[config.mk]
export PLATFORM = sky130hd
export DESIGN_NAME = pcx_rle_scanline_decoder_top
export DESIGN_NICKNAME = d
export VERILOG_FILES = /design/src/hdl/pcx_pkg.sv /design/src/hdl/pcx_rle_scanline_decoder_top.sv /design/src/hdl/pcx_cfg_regs.sv /design/src/hdl/pcx_ctrl.sv /design/src/hdl/pcx_dp.sv
export SDC_FILE = /design/constraint.sdc
export NUM_CORES = 1
export LEC_CHECK = 0
export BUFFER_PORTS_ARGS = -buffer_cell sky130_fd_sc_hd__buf_2
export CAP_MARGIN = 20
export CORE_ASPECT_RATIO = 0.8
export CORE_MARGIN = 4
export CORE_UTILIZATION = 61
export DETAILED_ROUTE_END_ITERATION = 8
export PLACE_DENSITY_LB_ADDON = 0.3
export SLEW_MARGIN = 20
export SYNTH_ARGS = -nofsm -noshare
export SYNTH_HDL_FRONTEND = slang
export SYNTH_HIERARCHICAL = 1
export SYNTH_SLANG_ARGS = --single-unit
export TNS_END_PERCENT = 1
[constraint.sdc]
create_clock -name aclk -period 5.1 [get_ports aclk]
set_clock_uncertainty 0.2 [all_clocks]
set_input_delay 0.51 -clock aclk [delete_from_list [all_inputs] [get_ports aclk]]
set_output_delay 0.51 -clock aclk [all_outputs]
set_load 0.01 [all_outputs]
[src/hdl/pcx_pkg.sv]
// ----------------------------------------------------------------------------
// PCX scanline decoder package
// Shared constants, register indexes and controller/datapath link types.
// ----------------------------------------------------------------------------
package pcx_pkg;

    localparam int COORD_BITS    = 16;
    localparam int CFG_IDX_BITS  = 8;
    localparam int POS_BITS      = 18;

    localparam logic [15:0] COORD_MASK = 16'((32'd1 << COORD_BITS) - 32'd1);

    localparam logic [7:0] COUNT_MARK = 8'hC0;
    localparam logic [7:0] COUNT_BITS = 8'h3F;

    // register indexes on the configuration channel
    localparam logic [CFG_IDX_BITS-1:0] REG_IMAGE_WIDTH  = 8'd0;
    localparam logic [CFG_IDX_BITS-1:0] REG_IMAGE_HEIGHT = 8'd1;
    localparam logic [CFG_IDX_BITS-1:0] REG_PLANE_BYTES  = 8'd2;
    localparam logic [CFG_IDX_BITS-1:0] REG_THREE_PLANES = 8'd3;

    typedef struct packed {
        logic [15:0] image_width;
        logic [15:0] image_height;
        logic [15:0] plane_line_bytes;
        logic        three_planes;
    } cfg_t;

    typedef struct packed {
        logic cap_count;   // store run length from a count byte
        logic load;        // start a run with the current byte as value
        logic use_run;     // run length comes from the stored count
        logic step;        // emit one copy into the output register
    } cmd_t;

    typedef struct packed {
        logic is_count;    // input byte has both top bits set
        logic run_zero;    // stored run length is zero
        logic out_free;    // output register can take a copy this cycle
        logic last;        // the copy now being formed ends the run
    } stat_t;

endpackage

[src/hdl/pcx_rle_scanline_decoder_top.sv]
// ----------------------------------------------------------------------------
// PCX run-length scanline decoder, top level
// Turns a PCX run-length byte stream into addressed pixel-byte writes.
// ----------------------------------------------------------------------------
// Usage:
//   s_ channel: one encoded byte per transaction. A byte with both top bits
//   set is a count byte (low six bits are the run); it yields no write and
//   the next byte is the value. Any other byte is a single literal.
//   m_ channel: one transaction per pixel-byte write, carrying row, column,
//   component and value, plus the in-width, line-end and image-end flags.
//   tlast marks the final write caused by one value byte.
//   cfg channel: index/data writes to image_width, image_height, plane_line_bytes
//   and three_planes; always ready; write only while idle, not enforced by the block.
// Flow:
//   A literal byte is issued as a run of one copy. Count bytes and
//   zero-length runs leave the controller idle. s_tready is low while a
//   run is issued at one copy per cycle while m_tready allows; the first
//   write is registered after the value byte moves the controller to run.
// Reset (aresetn low, synchronous): position returns to row 0, column 0,
//   no count is pending, the output register empties and the registers
//   return to 640 x 480, 640 bytes per plane, one plane.
// Stall: while m_tready is low the held write stays put; the run pauses
//   and s_tready stays low until the run has been fully issued.
// ----------------------------------------------------------------------------
module pcx_rle_scanline_decoder_top (
    input  logic                              aclk,
    input  logic                              aresetn,
    // encoded stream
    input  logic                              s_tvalid,
    output logic                              s_tready,
    input  logic [7:0]                        s_tdata,   // [7:0] data_byte
    // pixel writes
    output logic                              m_tvalid,
    input  logic                              m_tready,
    output logic [39:0]                       m_tdata,   // [15:0] row, [31:16] column,
                                                         // [39:32] pixel_value
    output logic                              m_tlast,   // last_copy
    output logic [7:0]                        m_tuser,   // [1:0] component, [2] in_width,
                                                         // [3] line_end, [4] image_end
    // configuration writes
    input  logic                              cfg_valid,
    output logic                              cfg_ready,
    input  logic [pcx_pkg::CFG_IDX_BITS-1:0]  cfg_index,
    input  logic [15:0]                       cfg_data
);
    import pcx_pkg::*;

    cfg_t  cfg;
    cmd_t  cmd;
    stat_t stat;

    // register file
    pcx_cfg_regs u_cfg (
        .aclk      (aclk),
        .aresetn   (aresetn),
        .cfg_valid (cfg_valid),
        .cfg_ready (cfg_ready),
        .cfg_index (cfg_index),
        .cfg_data  (cfg_data),
        .cfg       (cfg)
    );

    // byte classification and run sequencing
    pcx_ctrl u_ctrl (
        .aclk     (aclk),
        .aresetn  (aresetn),
        .s_tvalid (s_tvalid),
        .s_tready (s_tready),
        .stat     (stat),
        .cmd      (cmd)
    );

    // position counters and output register
    pcx_dp u_dp (
        .aclk     (aclk),
        .aresetn  (aresetn),
        .cfg      (cfg),
        .in_byte  (s_tdata),
        .cmd      (cmd),
        .stat     (stat),
        .m_tvalid (m_tvalid),
        .m_tready (m_tready),
        .m_tdata  (m_tdata),
        .m_tlast  (m_tlast),
        .m_tuser  (m_tuser)
    );

endmodule

[src/hdl/pcx_cfg_regs.sv]
// ----------------------------------------------------------------------------
// PCX configuration registers
// Register file behind the configuration write channel.
// ----------------------------------------------------------------------------
module pcx_cfg_regs (
    input  logic                              aclk,
    input  logic                              aresetn,
    input  logic                              cfg_valid,
    output logic                              cfg_ready,
    input  logic [pcx_pkg::CFG_IDX_BITS-1:0]  cfg_index,
    input  logic [15:0]                       cfg_data,
    output pcx_pkg::cfg_t                     cfg
);
    import pcx_pkg::*;

    cfg_t cfg_reg;
    cfg_t cfg_next;

    assign cfg_ready = 1'b1;
    assign cfg = cfg_reg;

    always_comb begin
        cfg_next = cfg_reg;
        if (cfg_valid) begin
            case (cfg_index)
                REG_IMAGE_WIDTH:  cfg_next.image_width      = cfg_data;
                REG_IMAGE_HEIGHT: cfg_next.image_height     = cfg_data;
                REG_PLANE_BYTES:  cfg_next.plane_line_bytes = cfg_data;
                REG_THREE_PLANES: cfg_next.three_planes     = cfg_data[0];
                default:          cfg_next = cfg_reg;   // unknown index ignored
            endcase
        end
    end

    always_ff @(posedge aclk) begin
        if (!aresetn) begin
            cfg_reg.image_width      <= 16'd640;
            cfg_reg.image_height     <= 16'd480;
            cfg_reg.plane_line_bytes <= 16'd640;
            cfg_reg.three_planes     <= 1'b0;
        end else begin
            cfg_reg <= cfg_next;
        end
    end

endmodule

[src/hdl/pcx_ctrl.sv]
// ----------------------------------------------------------------------------
// PCX decoder controller
// Sorts count, value and literal bytes and sequences the copies of a run.
// ----------------------------------------------------------------------------
module pcx_ctrl (
    input  logic            aclk,
    input  logic            aresetn,
    input  logic            s_tvalid,
    output logic            s_tready,
    input  pcx_pkg::stat_t  stat,
    output pcx_pkg::cmd_t   cmd
);
    import pcx_pkg::*;

    localparam logic ST_IDLE = 1'b0;
    localparam logic ST_RUN  = 1'b1;

    logic state_reg, state_next;
    logic pending_reg, pending_next;
    logic accept;

    assign s_tready = (state_reg == ST_IDLE);
    assign accept   = s_tvalid && s_tready;

    always_comb begin
        state_next   = state_reg;
        pending_next = pending_reg;
        cmd          = '0;
        case (state_reg)
            ST_IDLE: begin
                if (accept) begin
                    if (pending_reg) begin
                        pending_next = 1'b0;
                        cmd.use_run  = 1'b1;
                        if (!stat.run_zero) begin
                            cmd.load   = 1'b1;
                            state_next = ST_RUN;
                        end
                    end else if (stat.is_count) begin
                        cmd.cap_count = 1'b1;
                        pending_next  = 1'b1;
                    end else begin
                        cmd.load   = 1'b1;
                        state_next = ST_RUN;
                    end
                end
            end
            ST_RUN: begin
                if (stat.out_free) begin
                    cmd.step = 1'b1;
                    if (stat.last) begin
                        state_next = ST_IDLE;
                    end
                end
            end
            default: state_next = ST_IDLE;
        endcase
    end

    always_ff @(posedge aclk) begin
        if (!aresetn) begin
            state_reg   <= ST_IDLE;
            pending_reg <= 1'b0;
        end else begin
            state_reg   <= state_next;
            pending_reg <= pending_next;
        end
    end

endmodule

[src/hdl/pcx_dp.sv]
// ----------------------------------------------------------------------------
// PCX decoder datapath
// Scanline position counters, run counter and the output register.
// ----------------------------------------------------------------------------
module pcx_dp (
    input  logic                  aclk,
    input  logic                  aresetn,
    input  pcx_pkg::cfg_t         cfg,
    input  logic [7:0]            in_byte,
    input  pcx_pkg::cmd_t         cmd,
    output pcx_pkg::stat_t        stat,
    output logic                  m_tvalid,
    input  logic                  m_tready,
    output logic [39:0]           m_tdata,
    output logic                  m_tlast,
    output logic [7:0]            m_tuser
);
    import pcx_pkg::*;

    // run and position state
    logic [5:0]          run_reg;
    logic [5:0]          remain_reg;
    logic [7:0]          value_reg;
    logic [POS_BITS-1:0] len_reg;
    logic [POS_BITS-1:0] pos_reg, pos_next;
    logic [15:0]         pcol_reg, pcol_next;
    logic [1:0]          pidx_reg, pidx_next;
    logic [15:0]         row_reg, row_next;

    // output register
    logic                out_valid_reg;
    logic [15:0]         o_row_reg, o_col_reg;
    logic [1:0]          o_comp_reg;
    logic [7:0]          o_val_reg;
    logic                o_inw_reg, o_last_reg, o_lend_reg, o_iend_reg;

    logic [POS_BITS-1:0] col;
    logic [POS_BITS-1:0] pos_inc;
    logic [POS_BITS-1:0] plb_1x, plb_2x, len_calc;
    logic [1:0]          comp;
    logic                in_w, lend, row_last, last;

    assign plb_1x   = {2'b00, cfg.plane_line_bytes};
    assign plb_2x   = {1'b0, cfg.plane_line_bytes, 1'b0};
    assign len_calc = cfg.three_planes ? (plb_2x + plb_1x) : plb_1x;

    assign col      = cfg.three_planes ? {2'b00, pcol_reg} : pos_reg;
    assign comp     = cfg.three_planes ? pidx_reg : 2'd0;
    assign in_w     = (col < {2'b00, cfg.image_width});
    assign pos_inc  = pos_reg + 1'b1;
    assign lend     = (pos_inc >= len_reg);
    assign row_last = ({1'b0, row_reg} + 17'd1) >= {1'b0, cfg.image_height};
    assign last     = lend || (remain_reg == 6'd1);

    assign stat.is_count = ((in_byte & COUNT_MARK) == COUNT_MARK);
    assign stat.run_zero = (run_reg == 6'd0);
    assign stat.out_free = !out_valid_reg || m_tready;
    assign stat.last     = last;

    always_comb begin
        pos_next  = pos_inc;
        pcol_next = pcol_reg;
        pidx_next = pidx_reg;
        row_next  = row_reg;
        if (lend) begin
            pos_next  = '0;
            pcol_next = '0;
            pidx_next = 2'd0;
            row_next  = row_last ? 16'd0 : row_reg + 16'd1;
        end else if (cfg.three_planes) begin
            if (pos_inc == plb_1x) begin
                pcol_next = '0;
                pidx_next = 2'd1;
            end else if (pos_inc == plb_2x) begin
                pcol_next = '0;
                pidx_next = 2'd2;
            end else begin
                pcol_next = pcol_reg + 16'd1;
            end
        end
    end

    // control state
    always_ff @(posedge aclk) begin
        if (!aresetn) begin
            run_reg       <= '0;
            pos_reg       <= '0;
            pcol_reg      <= '0;
            pidx_reg      <= '0;
            row_reg       <= '0;
            out_valid_reg <= 1'b0;
        end else begin
            if (cmd.cap_count) begin
                run_reg <= 6'(in_byte & COUNT_BITS);
            end
            if (cmd.step) begin
                pos_reg  <= pos_next;
                pcol_reg <= pcol_next;
                pidx_reg <= pidx_next;
                row_reg  <= row_next;
            end
            if (cmd.step) begin
                out_valid_reg <= 1'b1;
            end else if (m_tready) begin
                out_valid_reg <= 1'b0;
            end
        end
    end

    // payload
    always_ff @(posedge aclk) begin
        if (cmd.load) begin
            remain_reg <= cmd.use_run ? run_reg : 6'd1;
            value_reg  <= in_byte;
            len_reg    <= len_calc;
        end else if (cmd.step) begin
            remain_reg <= remain_reg - 6'd1;
        end
        if (cmd.step) begin
            o_row_reg  <= row_reg & COORD_MASK;
            o_col_reg  <= col[15:0] & COORD_MASK;
            o_comp_reg <= comp;
            o_val_reg  <= value_reg;
            o_inw_reg  <= in_w;
            o_last_reg <= last;
            o_lend_reg <= lend;
            o_iend_reg <= lend && row_last;
        end
    end

    assign m_tvalid = out_valid_reg;
    assign m_tdata  = {o_val_reg, o_col_reg, o_row_reg};
    assign m_tlast  = o_last_reg;
    assign m_tuser  = {3'b000, o_iend_reg, o_lend_reg, o_inw_reg, o_comp_reg};

endmodule

==> results.cfg <==
[timing]
rsz0062_at_grt = false
setup_tns_ns = 0
setup_violations = 0
min_period_over_period_pct = 93.5
max_freq_mhz = 210
tightestPinTransition_ns = 1.10
slew-limit-headroom_pct = 26.3
finalHoldViolCount = 0
period_needed_ns = 4.77
final_max_slew_viol_count = 0

[placed_design]
dpl_cell_area_um2 = 12300
port_buffers = 84
place_hpwl_um = 23100
dp.cells = 1541
place_congestion = 1.03

[setup_path]
critPathKind = reg2reg
crit_path_end_kind = flip-flop
arrival_ns = 4.93
cp_max_fo = 25
cp-start-kind = flip-flop
cp.required_ns = 5.26

[run_status]
status = complete, no violations

[drt]
wl_per_cell_um = 20.4
detail-route-antenna-nets = 0
vias_per_cell = 6.19
drt_pass1_iterations = 6
dr_total_vias = 9736
drt-total-wl_um = 32000
first_iter_violations = 1116
drc = 0

[global_route]
grt_usage_pct = 29.6
globalRouteOverflowTotal = 0
antenna_found_initial = 2
grt_max_degree = 55
grt_pass1_vias = 9166
grt_first_pass_wirelength_um = 50300

[cts]
ctsLongestPathBuffers = 2
cts_root_buf = clkbuf_16
cts_tree = built
cts_hold_buffers = 0
cts_setup_buffers = 0
clk_latency_ns = 0.44
path_clk_slew_ns = 0.08
h-tree-depth = 4
cts_buffers = 17
cts_resized = 0
cts_num_sinks = 188

[synth]
synth_area_leader_cell = edfxtp_1
synth_ff_type = dfxtp_1
synth_cells = 1245
ys_seq_elements = 188
async_reset_ff_share_pct = 0
ys_top_cells_by_area = edfxtp_1 20%, dfxtp_1 19%, ha_1 7.6%, mux2i_1 4.9%, nand2_1 4.6%
synth_edf_count = 78
synth_top_cell_area_share_pct = 20.1
yosys_warnings = 6
synth.distinct_cells = 89
syn_area_um2 = 11700
ys_seq_area_share_pct = 39.0
avgSynthCellArea_um2 = 9.36

[floorplanning]
chipHeight_um = 132
die_w_um = 163
io_pins = 89
rows = 44
die_area_um2 = 21400
initial_core_util_pct = 63.2
core-area_um2 = 18400

[finish]
ff_latch_area_um2 = 4540
fillers = 1398
layout-drive-gt1-share_pct = 17.0
fin_nets = 1416
antenna_cells = 0
largest_reg_flops = 49
final_area_um2 = 12900
multi_input_area_um2 = 6390
syn2layout_area_growth_pct = 10.4
final_cells = 1573

[power]
p_leak_nw = 5.15
p_total_mw = 3.25
pwr_density_cell_nw_per_um2 = 253
vdd_drop_max_mv = 0.216

[worst_hold_path]
worstHoldPathType = in2reg

[run]
drv_cap = 0
synthesized netlist by cell type, drive strengths merged, types with 11 or more instances:
| cell type | n |
|---|---|
| nand2 | 143 |
| dfxtp | 110 |
| inv | 81 |
| edfxtp | 78 |
| nor2 | 74 |
| o21ai | 73 |
| ha | 71 |
| mux2i | 57 |
| xnor2 | 55 |
| buf | 42 |
| nand3 | 40 |
| clkbuf | 37 |
| a21oi | 35 |
| nand4 | 25 |
| nor2b | 24 |
| nor3 | 24 |
| mux2 | 21 |
| and2 | 19 |
| xor2 | 18 |
| nor4 | 17 |
| nand2b | 15 |
| a21o | 13 |
| and3 | 13 |
| or3 | 13 |
| o21a | 11 |
final cells by class:
cell class / instances / share of cell area [%]
Clock buffer: 19 / 3.70
Clock inverter: 13 / 1.09
Inverter: 82 / 2.39
Multi-Input combinational cell: 898 / 49.7
Sequential cell: 188 / 35.3
Tap cell: 253 / 2.46
Timing Repair Buffer: 120 / 5.37
cells in the final DEF (no fill, tap or decap), types with 54 or more instances in the layout:
master,netlist,final
inv_1,81,81
ha_1,71,71
o21ai_0,73,73
buf_2,15,84
nand2_1,143,143
edfxtp_1,78,78
mux2i_1,57,57
xnor2_1,54,54
nor2_1,63,63
dfxtp_1,110,110
critical path, cell delays in order, from the launching register on:
cell and delay [ns]:
dfxtp_1 0.53, ha_1 0.44, nand2_1 0.26, nor3_2 0.28, xnor2_1 0.29, inv_1 0.09, ha_1 0.30, nand4_1 0.12
nor3_1 0.27, a221oi_1 0.12, a211oi_1 0.34, or3_1 0.23, buf_4 0.34, and3_1 0.57, nand2_1 0.12, o21ai_0 0.18
power by group:
group          switching, mW  internal, mW
sequential            0.0245          1.63
combinational          0.158        0.0823
clock                  0.646         0.714
metrics by stage:
step           util, %  hold slack, ns  worst slack (ns)
6_report          69.8          0.0618             0.331
5_1_grt           69.8          0.0438            0.0191
4_1_cts           69.8          0.0490             0.433
3_5_place_dp      66.4           0.206             0.469
3_3_place_gp      66.4           0.201             0.698
2_1_floorplan        -           0.200              1.25
final timing paths:
check / to / slack, ns / from / cells after the start
setup reg to reg: u_dp/row_reg[10] / 0.33 / u_dp/pos_reg[0] / 15
hold reg to reg: u_dp/o_val_reg[1] / 0.22 / u_dp/value_reg[1] / 0
setup / recovery: u_dp/row_reg[10] / 0.33 / u_dp/pos_reg[0] / 15
hold / removal: u_dp/value_reg[5] / 0.06 / s_tdata[5] / 1
routing by layer:
layer / GRT usage, % / vias to the layer above / wire length, µm
met5: 0 / - / 21
li1: - / 4529 / -
met2: 42.3 / 505 / 13500
met1: 43.3 / 4623 / 14200
met4: 9.41 / 4 / 775
met3: 8.64 / 75 / 3490
cell families (layout without fill, tap and decap cells):
kind of cell / after synthesis / after routing / synth area share, %
simple gates: 444 / 444 / 20.4
compound gates: 221 / 221 / 12.6
flops: 188 / 188 / 39.0
buf+inv: 161 / 234 / 6.37
xor+xnor: 79 / 79 / 6.87
mux: 78 / 78 / 6.92
fa+ha+maj: 72 / 72 / 7.79
other cells: 2 / 4 / 0.0644
No activity file was read; power rests on OpenSTA's default activity.
